File: src/cdq_pkg.sv
`timescale 1ns / 1ps
// ----------------------------------------------------------------------------
// Circular deque package
// Shared request and result types, operation and status codes, and the
// memory command bundle used between the controller and the word store.
// ----------------------------------------------------------------------------
package cdq_pkg;

  // Operation codes carried in the op field of a request.
  typedef enum logic [2:0] {
    OP_PUSH_REAR  = 3'd0,
    OP_POP_REAR   = 3'd1,
    OP_PUSH_FRONT = 3'd2,
    OP_POP_FRONT  = 3'd3,
    OP_DUMP       = 3'd4
  } cdq_op_e;

  // Status codes returned with each result.
  typedef enum logic [1:0] {
    ST_OK    = 2'd0,
    ST_FULL  = 2'd1,
    ST_EMPTY = 2'd2
  } cdq_status_e;

  // One request.
  typedef struct packed {
    logic [2:0]         op;
    logic signed [31:0] value_in;
  } cdq_in_t;

  // One result.
  typedef struct packed {
    logic signed [31:0] value_out;
    logic [1:0]         status;
    logic [3:0]         fill_count;
    logic               last;
  } cdq_out_t;

  // Memory command strobes from the controller.
  typedef struct packed {
    logic we;
    logic re;
  } cdq_mem_cmd_t;

endpackage

File: src/cdq_ram.sv
`timescale 1ns / 1ps
// ----------------------------------------------------------------------------
// Circular deque word store
// Single-port synchronous memory of DEPTH 32-bit words with a registered
// read port. Contents are not reset.
// ----------------------------------------------------------------------------
module cdq_ram
  import cdq_pkg::*;
#(
  parameter int DEPTH = 8
) (
  input  logic                       clk_i,
  input  cdq_mem_cmd_t               cmd_i,
  input  logic [$clog2(DEPTH)-1:0]   addr_i,
  input  logic signed [31:0]         wdata_i,
  output logic signed [31:0]         rdata_o
);

  logic signed [31:0] mem [DEPTH];
  logic signed [31:0] rdata_q;

  // Write port and registered read port share one address.
  always_ff @(posedge clk_i) begin
    if (cmd_i.we) begin
      mem[addr_i] <= wdata_i;
    end
    if (cmd_i.re) begin
      rdata_q <= mem[addr_i];
    end
  end

  assign rdata_o = rdata_q;

endmodule

File: src/cdq_ctrl.sv
`timescale 1ns / 1ps
// ----------------------------------------------------------------------------
// Circular deque controller
// Keeps the front index, rear index and element count, decodes requests,
// drives the word store and holds the result register.
// ----------------------------------------------------------------------------
module cdq_ctrl
  import cdq_pkg::*;
#(
  parameter int DEPTH = 8
) (
  input  logic                       clk_i,
  input  logic                       rst_ni,
  input  logic                       in_valid_i,
  output logic                       in_stall_o,
  input  cdq_in_t                    in_data_i,
  output logic                       out_valid_o,
  input  logic                       out_stall_i,
  output cdq_out_t                   out_data_o,
  output cdq_mem_cmd_t               mem_cmd_o,
  output logic [$clog2(DEPTH)-1:0]   mem_addr_o,
  output logic signed [31:0]         mem_wdata_o,
  input  logic signed [31:0]         mem_rdata_i
);

  localparam int IdxW = $clog2(DEPTH);
  localparam int CntW = $clog2(DEPTH + 1);

  // State codes: idle takes requests, drain returns words read from the store.
  localparam logic ST_IDLE  = 1'b0;
  localparam logic ST_DRAIN = 1'b1;

  logic            state_q, state_d;
  logic [IdxW-1:0] front_q, front_d;
  logic [IdxW-1:0] rear_q, rear_d;
  logic [CntW-1:0] cnt_q, cnt_d;
  logic [IdxW-1:0] ptr_q, ptr_d;
  logic [CntW-1:0] remain_q, remain_d;
  logic            out_valid_q, out_valid_d;
  cdq_out_t        out_q, out_d;

  logic out_free;
  logic in_acc;
  logic is_full;
  logic is_empty;

  // Index steps wrap modulo DEPTH in both directions.
  function automatic logic [IdxW-1:0] step_up(input logic [IdxW-1:0] idx);
    return (idx == IdxW'(DEPTH - 1)) ? '0 : idx + 1'b1;
  endfunction

  function automatic logic [IdxW-1:0] step_down(input logic [IdxW-1:0] idx);
    return (idx == '0) ? IdxW'(DEPTH - 1) : idx - 1'b1;
  endfunction

  // The reported fill count keeps the low four bits of the element count.
  function automatic logic [3:0] to_fill(input logic [CntW-1:0] c);
    logic [CntW+3:0] ext;
    ext = {4'b0, c};
    return ext[3:0];
  endfunction

  // Handshake: one request at a time, taken only when the result register
  // is free or is being emptied in this cycle.
  assign out_free   = !out_valid_q || !out_stall_i;
  assign in_stall_o = (state_q != ST_IDLE) || !out_free;
  assign in_acc     = in_valid_i && !in_stall_o;
  assign is_full    = (cnt_q == CntW'(DEPTH));
  assign is_empty   = (cnt_q == '0);

  // Next-state logic for indices, count, sequencer and result register.
  always_comb begin
    state_d     = state_q;
    front_d     = front_q;
    rear_d      = rear_q;
    cnt_d       = cnt_q;
    ptr_d       = ptr_q;
    remain_d    = remain_q;
    out_d       = out_q;
    out_valid_d = out_valid_q && out_stall_i;
    mem_cmd_o   = '0;
    mem_addr_o  = ptr_q;
    mem_wdata_o = in_data_i.value_in;

    case (state_q)
      ST_IDLE: begin
        if (in_acc) begin
          case (in_data_i.op)
            OP_PUSH_REAR, OP_PUSH_FRONT: begin
              out_valid_d         = 1'b1;
              out_d.value_out     = '0;
              out_d.last          = 1'b1;
              if (is_full) begin
                out_d.status     = ST_FULL;
                out_d.fill_count = to_fill(cnt_q);
              end else begin
                mem_cmd_o.we = 1'b1;
                if (in_data_i.op == OP_PUSH_REAR) begin
                  rear_d     = step_up(rear_q);
                  mem_addr_o = step_up(rear_q);
                end else begin
                  front_d    = step_down(front_q);
                  mem_addr_o = step_down(front_q);
                end
                cnt_d            = cnt_q + 1'b1;
                out_d.status     = ST_OK;
                out_d.fill_count = to_fill(cnt_d);
              end
            end
            OP_POP_REAR, OP_POP_FRONT: begin
              if (is_empty) begin
                out_valid_d      = 1'b1;
                out_d.value_out  = '0;
                out_d.status     = ST_EMPTY;
                out_d.fill_count = to_fill(cnt_q);
                out_d.last       = 1'b1;
              end else begin
                mem_cmd_o.re = 1'b1;
                if (in_data_i.op == OP_POP_REAR) begin
                  mem_addr_o = rear_q;
                  rear_d     = step_down(rear_q);
                end else begin
                  mem_addr_o = front_q;
                  front_d    = step_up(front_q);
                end
                cnt_d    = cnt_q - 1'b1;
                remain_d = CntW'(1);
                state_d  = ST_DRAIN;
              end
            end
            OP_DUMP: begin
              if (is_empty) begin
                out_valid_d      = 1'b1;
                out_d.value_out  = '0;
                out_d.status     = ST_EMPTY;
                out_d.fill_count = to_fill(cnt_q);
                out_d.last       = 1'b1;
              end else begin
                mem_cmd_o.re = 1'b1;
                mem_addr_o   = front_q;
                ptr_d        = step_up(front_q);
                remain_d     = cnt_q;
                state_d      = ST_DRAIN;
              end
            end
            default: begin
              // Unused op codes are dropped without a result.
            end
          endcase
        end
      end
      ST_DRAIN: begin
        // Hand over the word held in the store read register and, unless it is the last, fetch the next one.
        if (out_free) begin
          out_valid_d      = 1'b1;
          out_d.value_out  = mem_rdata_i;
          out_d.status     = ST_OK;
          out_d.fill_count = to_fill(cnt_q);
          out_d.last       = (remain_q == CntW'(1));
          if (remain_q == CntW'(1)) begin
            state_d = ST_IDLE;
          end else begin
            mem_cmd_o.re = 1'b1;
            mem_addr_o   = ptr_q;
            ptr_d        = step_up(ptr_q);
            remain_d     = remain_q - 1'b1;
          end
        end
      end
      default: begin
        state_d = ST_IDLE;
      end
    endcase
  end

  // Control registers.
  always_ff @(posedge clk_i or negedge rst_ni) begin
    if (!rst_ni) begin
      state_q     <= ST_IDLE;
      front_q     <= '0;
      rear_q      <= IdxW'(DEPTH - 1);
      cnt_q       <= '0;
      ptr_q       <= '0;
      remain_q    <= '0;
      out_valid_q <= 1'b0;
    end else begin
      state_q     <= state_d;
      front_q     <= front_d;
      rear_q      <= rear_d;
      cnt_q       <= cnt_d;
      ptr_q       <= ptr_d;
      remain_q    <= remain_d;
      out_valid_q <= out_valid_d;
    end
  end

  // Result payload register.
  always_ff @(posedge clk_i) begin
    out_q <= out_d;
  end

  assign out_valid_o = out_valid_q;
  assign out_data_o  = out_q;

endmodule

File: src/circular_deque_top.sv
`timescale 1ns / 1ps
// ----------------------------------------------------------------------------
// Circular deque top level
// Double-ended queue of DEPTH 32-bit words in a circular on-chip store.
// A push or an error result goes into the result register; a pop result
// passes the store read register, then the result register; a dump gives
// its words the same way, one word per cycle while the output is not
// stalled, paced by the single store read port. The next request is taken
// once the last result of the current one is registered. Reset clears
// indices, count and the result valid; the store contents are not cleared.
// ----------------------------------------------------------------------------
module circular_deque_top
  import cdq_pkg::*;
#(
  parameter int DEPTH = 8
) (
  input  logic     clk_i,
  input  logic     rst_ni,
  input  logic     in_valid_i,
  output logic     in_stall_o,
  input  cdq_in_t  in_data_i,
  output logic     out_valid_o,
  input  logic     out_stall_i,
  output cdq_out_t out_data_o
);

  localparam int IdxW = $clog2(DEPTH);

  cdq_mem_cmd_t       mem_cmd;
  logic [IdxW-1:0]    mem_addr;
  logic signed [31:0] mem_wdata;
  logic signed [31:0] mem_rdata;

  // Controller with indices, count and result register.
  cdq_ctrl #(
    .DEPTH (DEPTH)
  ) u_ctrl (
    .clk_i       (clk_i),
    .rst_ni      (rst_ni),
    .in_valid_i  (in_valid_i),
    .in_stall_o  (in_stall_o),
    .in_data_i   (in_data_i),
    .out_valid_o (out_valid_o),
    .out_stall_i (out_stall_i),
    .out_data_o  (out_data_o),
    .mem_cmd_o   (mem_cmd),
    .mem_addr_o  (mem_addr),
    .mem_wdata_o (mem_wdata),
    .mem_rdata_i (mem_rdata)
  );

  // Word store.
  cdq_ram #(
    .DEPTH (DEPTH)
  ) u_ram (
    .clk_i   (clk_i),
    .cmd_i   (mem_cmd),
    .addr_i  (mem_addr),
    .wdata_i (mem_wdata),
    .rdata_o (mem_rdata)
  );

  // The store is never read and written in the same cycle.
  assert property (@(posedge clk_i) disable iff (!rst_ni)
    !(mem_cmd.we && mem_cmd.re))
    else $error("store read and write in the same cycle");

  // A store write only happens for a request taken in that cycle.
  assert property (@(posedge clk_i) disable iff (!rst_ni)
    mem_cmd.we |-> (in_valid_i && !in_stall_o))
    else $error("store write without an accepted request");

  // Error results are single, final and carry a zero word.
  assert property (@(posedge clk_i) disable iff (!rst_ni)
    (out_valid_o && (out_data_o.status != ST_OK))
      |-> (out_data_o.last && (out_data_o.value_out == '0)))
    else $error("error result is not a final zero word");

  // A full error reports a fill count equal to the depth.
  assert property (@(posedge clk_i) disable iff (!rst_ni)
    (out_valid_o && (out_data_o.status == ST_FULL))
      |-> (out_data_o.fill_count == 4'(DEPTH)))
    else $error("full error with wrong fill count");

endmodule
File: config.mk
export PLATFORM = sky130hd
export DESIGN_NAME = circular_deque_top
export DESIGN_NICKNAME = d
export VERILOG_FILES = /design/src/cdq_pkg.sv /design/src/cdq_ram.sv /design/src/cdq_ctrl.sv /design/src/circular_deque_top.sv
export SDC_FILE = /design/constraint.sdc
export NUM_CORES = 1
export LEC_CHECK = 0
export ABC_AREA = 1
export BUFFER_PORTS_ARGS = -buffer_cell sky130_fd_sc_hd__buf_2
export CAP_MARGIN = 10
export CORE_MARGIN = 1.5
export CORE_UTILIZATION = 55
export CTS_CLUSTER_SIZE = 30
export DETAILED_ROUTE_END_ITERATION = 7
export PLACE_DENSITY = 0.82
export SLEW_MARGIN = 10
export SYNTH_ARGS = -nofsm -noshare
export SYNTH_HDL_FRONTEND = slang
export SYNTH_SLANG_ARGS = --single-unit
File: constraint.sdc
create_clock -name clk_i -period 4.3 [get_ports clk_i]
set_input_delay 0.43 -clock clk_i [delete_from_list [all_inputs] [get_ports clk_i]]
set_output_delay 0.43 -clock clk_i [all_outputs]
set_load 0.01 [all_outputs]
==> results of run 1 <==
worst paths after layout:
kind / start / endpoint / slack, ns / depth (start not counted)
worst min register to register: u_ram.rdata_o[24] / u_ctrl.out_data_o[31] / 0.50 / 2
worst max-delay path: u_ctrl.cnt_q[0] / u_ram.mem[0][14] / 0.84 / 11
worst max register to register: u_ctrl.cnt_q[0] / u_ram.mem[0][14] / 0.84 / 11
max in group asynchronous: rst_ni / u_ctrl.rear_q[1] / 3.54 / 2
worst min-delay path: in_data_i[3] / u_ram.mem[7][3] / 0.19 / 1
min in group asynchronous: rst_ni / u_ctrl.cnt_q[1] / 0.42 / 2
sequential cells by signal, summed over array words and instances (netlist names):
name and count:
u_ram.rdata_o 32, u_ram.mem 256, u_ctrl.ptr_q 3, u_ctrl.out_data_o 39, u_ctrl.state_q 1, u_ctrl.remain_q 4
u_ctrl.cnt_q 4, u_ctrl.front_q 3, u_ctrl.rear_q 3, u_ctrl.out_valid_o 1
logic make-up (layout without fill, tap and decap cells):
family          count (synthesis)  after routing
compound gates                 40             40
buf+inv                       171            270
flops                         346            346
other cells                     0              1
fa+ha+maj                      14             14
xor+xnor                        9              9
simple gates                  811            811
report_power, final:
| part | leakage [uW] | switching [uW] | internal (uW) |
|---|---|---|---|
| Sequential | 0.00321 | 182 | 4350 |
| Combinational | 0.00323 | 2650 | 1090 |
| Clock | 0.000535 | 1190 | 1690 |
| Total | 0.00697 | 4020 | 7120 |
metal layers:
| metal | routed length, um | vias up |
|---|---|---|
| met3 | 2530 | 101 |
| met5 | 25 | - |
| met4 | 1170 | 4 |
| met2 | 15500 | 465 |
| li1 | - | 4786 |
| met1 | 12600 | 4730 |
cell usage in the layout (no fill, tap or decap), types with 4 or more instances in the layout:
master / netlist / layout
inv_2: 5 / 5
clkinv_1: 0 / 7
a31oi_1: 4 / 4
nor2_1: 193 / 185
nand2_2: 6 / 7
nor2_4: 2 / 10
nand2_1: 420 / 418
clkinv_2: 0 / 8
nand3_1: 151 / 151
o22ai_1: 4 / 4
xor2_1: 6 / 6
dfrtp_1: 16 / 16
o21ai_0: 20 / 19
clkbuf_1: 9 / 7
edfxtp_1: 327 / 327
buf_2: 41 / 79
clkbuf_16: 0 / 37
inv_1: 98 / 98
nand3b_1: 32 / 32
buf_4: 8 / 22
ha_1: 14 / 14
final cells by class:
type | instances | area share [%]
clock buffers | 44 | 5.66
multi-input cells | 874 | 23.8
well taps | 341 | 2.54
repair buffers | 105 | 3.75
diodes | 1 | 0.0149
inverters | 103 | 2.30
flip-flops and latches | 346 | 61.2
clock inverters | 18 | 0.796
critical path, delay by kind of cell, from the launching register on:
family                   cells  cell delay [ns]
adder cells (fa/ha/maj)      1             0.29
buffers and inverters        3             0.75
flip-flops                   1             0.44
AND/OR/NAND/NOR              7             1.61
timing repair:
action,CTS,global route
hold endpoints to repair,16,0
resized for setup,0,0
hold buffers,1,0
through the flow:
| step | std cells | hold slack [ns] | util, % |
|---|---|---|---|
| after floorplan | 1391 | 0.134 | - |
| after global placement | 1768 | 0.409 | 58.5 |
| after detailed placement | 1768 | 0.418 | 58.5 |
| after CTS | 1831 | 0.181 | 62.6 |
| after global routing | 1832 | 0.181 | 62.6 |
| final | 1832 | 0.195 | 62.6 |
==> results.md, run 1 <==
- Post-route ant nets: 0
- Area grow syn2layout: 12.3%
- Crit path time final: between 3 and 4 ns
- Status: completed
- Layout cells sized above 1: 12.4%
- Post-synth top cells: nand2_1, edfxtp_1, nor2_1, nand3_1, inv_1
- Reg area: 10300 um^2
- Filler cell count: just under 2000
- Synth area leader: edfxtp_1
- Leakage: 0.00697 uW
- Drt total wl: around 32 mm
- Yosys top cell area share: 65.5%
- Final Hold Fails: 0
- Post-synthesis cell area: approximately 15000 um^2
- Unrepaired setup endpoints after global routing: false
- CP arrival: around 3.6 ns
- Largest net degree at the start of global routing: 65
- CTS buffer count: 36
- Tot Pwr: 11100 uW
- GRT Residual Overflow: 0
- CP Capture Type: flop
- Post-DP Area: approximately 16000 um^2
- Synth Area in Adders: between 1 and 1.5%
- Worst Skew: approximately 0.010 ns
- Final setup vio count: 0
- Wire length per cell: roughly 17 um
- H-tree levels: 2
- Complex-gate fraction of the synthesized area: 1.63%
- Core Region: 26900 um^2
- I/O pins: 80
- Period utilization: 80.4%
- Final setup margin: ~0.84 ns
- Antenna violations before repair: 3
- CP Class: reg2reg
- Placer congestion estimate: 0.861
- GR Layer Usage met3: between 3 and 4%
- DR DRC count: 0
- Setup TNS Final: 0 ns
- Clock Latency Late Sink: just over 0.5 ns
- Crit-path max cell delay: ~0.56 ns
- Measured slew at the worst slew-check pin: about 1.1 ns
- Clock Root Buffer: clkbuf_16
- Max-slew violation count: 0
- Synth cell types: 35
- Critical-path top delay cell: nand2_2
- Mux share of post-synthesis cell area: 0%
- Primary FF master, synth: edfxtp_1
- Post-Synth Simple-Gate Area: between 20% and 30%
- First-pass GRT wire length: 51.0 mm
- Synth area leaders: edfxtp_1, nand2_1, nand3_1
- Post-Place Worst Slack: 0.861 ns
- Peak VDD IR: 0.000453 V
- Syn_area_per_cell: about 11 um^2
- Starting DRT DRC Count: approximately 1200
- Final instance area: approximately 17000 um^2
- Die area: about 28000 um^2
- Setup crit start kind: flop
- Sequential area share after synthesis: between 60 and 70%
- Die height: roughly 170 um
- CTS tree: built
- Clock slew at reported path FFs: around 0.060 ns
- Post-CTS setup buffers: 0
- Area of the multi-input gates: ~4000 um^2
- F_max: slightly below 300 MHz
- Count leader, synth: nand2_1
- Global Route Usage Sum: between 20 and 25%
- Synth Area in XOR/XNOR: less than 1%
- Synth Net Count: around 1400
- Min-Delay Path Class: in2reg
- Chip width: 168 um
- Largest family of logic cells by synthesized area: simple AND/OR/NAND/NOR gates
- Initial Util: about 56%
- Critical-path cell list: inv_1 -> ha_1 -> nand3_2 -> inv_1 -> nand2_1 -> nand3_1 -> nand3_1 -> nand2_2 -> nand2_1 -> nor2_4 -> buf_4
- CP required: approximately 4.5 ns
- Met1 Usage GRT: about 29%
- FP Rows: 60
- Vias in the first global route: between 10000 and 15000
- Port bufs: 79
- Dpl hpwl: around 19 mm
- Max-slew headroom: 27.5%
- PD cells: around 660 nW/um^2
- Clock Path Buffers: 3
- Synth Register Bits: ~350
- Post-synth EDFFs: 327
- First-pass DRT Iterations: 5
- # nets final: 1519
- Max_cap viols: 0
- Total number of vias: around 10000
- Syn Inst Count: about 1400
- Synthesis Warnings: 0
- Via density: roughly 5.5
- Global-route met2 utilization: between 30% and 40%
- FFs w/ async S/R, synth: under 10%
- Busiest grt layer: met2
- Worst Path Max Fanout: 30
- Clock Sinks: between 300 and 400
Power figures use the tool's default switching activity.
==> run 2, diff against run 1 <==
--- a/config.mk
+++ b/config.mk
@@ -12,7 +12,7 @@
 export CORE_UTILIZATION = 55
 export CTS_CLUSTER_SIZE = 30
 export DETAILED_ROUTE_END_ITERATION = 7
-export PLACE_DENSITY = 0.82
+export PLACE_DENSITY = 0.85
 export SLEW_MARGIN = 10
 export SYNTH_ARGS = -nofsm -noshare
 export SYNTH_HDL_FRONTEND = slang
==> constraint.sdc (replaced) <==
create_clock -name clk_i -period 3.05 [get_ports clk_i]
set_input_delay 0.305 -clock clk_i [delete_from_list [all_inputs] [get_ports clk_i]]
set_output_delay 0.305 -clock clk_i [all_outputs]
set_load 0.01 [all_outputs]
==> results.md, run 2 (synthesis gave the netlist of run 1 again) <==
- Most common cell after layout, fill and taps aside: nand2_1
- Area grow syn2layout: 13.5%
- Die height: around 170 um
- Critical-path top delay cell: dfrtp_1
- Period utilization: between 90% and 100%
- Max reg flops: 256
- Max-slew violation count: 0
- Peak VDD IR: 0.000490 V
- CTS buffer count: 35
- Max-slew headroom: between 50% and 60%
- PD cells: 946 nW/um^2
- Largest net degree at the start of global routing: about 130
- Placer congestion estimate: approximately 0.96
- Setup TNS Final: 0 ns
- CP arrival: roughly 3 ns
- Placed cell count: roughly 1800
- DR DRC count: 0
- CP required: between 3 and 4 ns
- Crit path buf inv count: 3
- I/O pins: 80
- Clock Sinks: roughly 350
- Status: completed
- Port bufs: roughly 80
- Vias in the first global route: ~10000
- Worst reg2reg setup slack: about 0.26 ns
- GRT Residual Overflow: 0
- H-tree levels: 2
- Measured slew at the worst slew-check pin: about 0.73 ns
- Max_cap viols: 0
- Final Hold Fails: 0
- Post-DP Area: about 16000 um^2
- Setup crit start kind: flop
- Final instance area: about 17000 um^2
- Clock Root Buffer: clkbuf_16
- Clock Path Buffers: 3
- Core Region: between 20000 and 30000 um^2
- First-pass GRT wire length: 54.0 mm
- Post-CTS setup buffers: 0
- Unrepaired setup endpoints after global routing: false
- FP Rows: 60
- Leakage: 0.00705 uW
- Total number of vias: between 10000 and 15000
- Worst Path Max Fanout: 20
- Worst Skew: between 0.03 and 0.04 ns
- Layout cells sized above 1: 13.0%
- Global Route Usage Sum: between 20% and 30%
- Via density: approximately 5.7
- Final setup vio count: 0
- Drt total wl: approximately 34 mm
- Die area: approximately 28000 um^2
- Dpl hpwl: 19.8 mm
- Starting DRT DRC Count: 1361
- Clock slew at reported path FFs: about 0.06 ns
- Post-route ant nets: 0
- Top reg by flops: u_ram.mem
- Clock Latency Late Sink: between 0.5 and 0.6 ns
- Min-Delay Path Class: in2reg
- F_max: ~360 MHz
- First-pass DRT Iterations: 8
- Commonest non-fill, non-tap cells in the layout: nand2_1, edfxtp_1, nor2_1
- CP Class: reg2reg
- Antenna violations before repair: 3
- Chip width: 168 um
- Largest delay share family, worst path: simple AND/OR/NAND/NOR gates
- Critical-path cell list: inv_1 -> ha_1 -> nand3_2 -> inv_1 -> nand2_1 -> nand3_1 -> nand3_4 -> nand2_2 -> nand2_1 -> nor2_4 -> buf_12
- Initial Util: between 50% and 60%
- Crit-path max cell delay: 0.43 ns
- Crit path time final: ~2.8 ns
- # nets final: approximately 1500
- Wire length per cell: about 19 um
- CP Capture Type: flop
- Final std cells w/o fill: between 1500 and 2000
- CTS tree: built
run 2: cell count changes in the layout (fill, tap and decap cells not counted), sizes merged:
| cell | before | now |
|---|---|---|
| diode | 1 | 3 |
| bufinv | 2 | 3 |
| inv | 103 | 104 |
| clkbuf | 44 | 41 |
| clkinvlp | 1 | 2 |
| buf | 104 | 112 |
| clkinv | 15 | 16 |
run 2: final timing paths:
check,end,depth (start not counted),from
max,u_ram.mem[0][0],11,u_ctrl.cnt_q[0]
min,u_ram.mem[7][13],1,in_data_i[13]
max reg2reg,u_ram.mem[0][0],11,u_ctrl.cnt_q[0]
min reg2reg,u_ctrl.out_data_o[32],2,u_ram.rdata_o[25]
max in group asynchronous,u_ctrl.rear_q[0],2,rst_ni
min in group asynchronous,u_ctrl.cnt_q[2],2,rst_ni
run 2: final cells by class:
cell class,count,area (um^2)
sequential,346,10300
timing repair buffer,113,769
clock inverter,22,221
clock buffer,41,898
inverter,103,387
antenna,3,7.51
fill,1939,9860
tap,341,427
multi-input combinational,874,4000
run 2: worst register-to-register path: cells and delay by family, from the launching register on:
family	cells	cell delay [ns]
flip-flops	1	0.43
adder cells (fa/ha/maj)	1	0.30
buffers and inverters	3	0.52
AND/OR/NAND/NOR	7	1.22
run 2: metal layers:
metal / wire [um] / share of wire, % / global-route usage (%)
met5: 0 / 0 / 0
met4: 1420 / 4.1 / 12.0
met3: 2980 / 8.7 / 3.83
met2: 17100 / 50 / 42.0
met1: 12900 / 37 / 30.8
run 2: report_power, final:
| group | internal (uW) | total, uW | switching [uW] |
|---|---|---|---|
| sequential | 6120 | 6380 | 257 |
| combinational | 1640 | 5540 | 3900 |
| clock | 2390 | 4180 | 1790 |
run 2: what timing repair did:
action                                 4_1_cts  5_1_grt
endpoints found under the hold margin       16        0
resized for setup                            0        2
setup endpoints to repair                    0       57
hold buffers                                 1        0
run 2: through the flow:
stage / power [uW] / worst slack [ns] / hold WS [ns] / util [%]
final: 16100 / 0.261 / 0.0464 / 63.3
after global routing: 16900 / 0.0635 / 0.0451 / 63.3
after CTS: 16100 / 0.202 / 0.0255 / 63.2
after detailed placement: 11800 / 0.252 / 0.294 / 59.0
after global placement: 11600 / 0.349 / 0.281 / 59.0
after floorplan: 10300 / -0.516 / 0.00941 / -
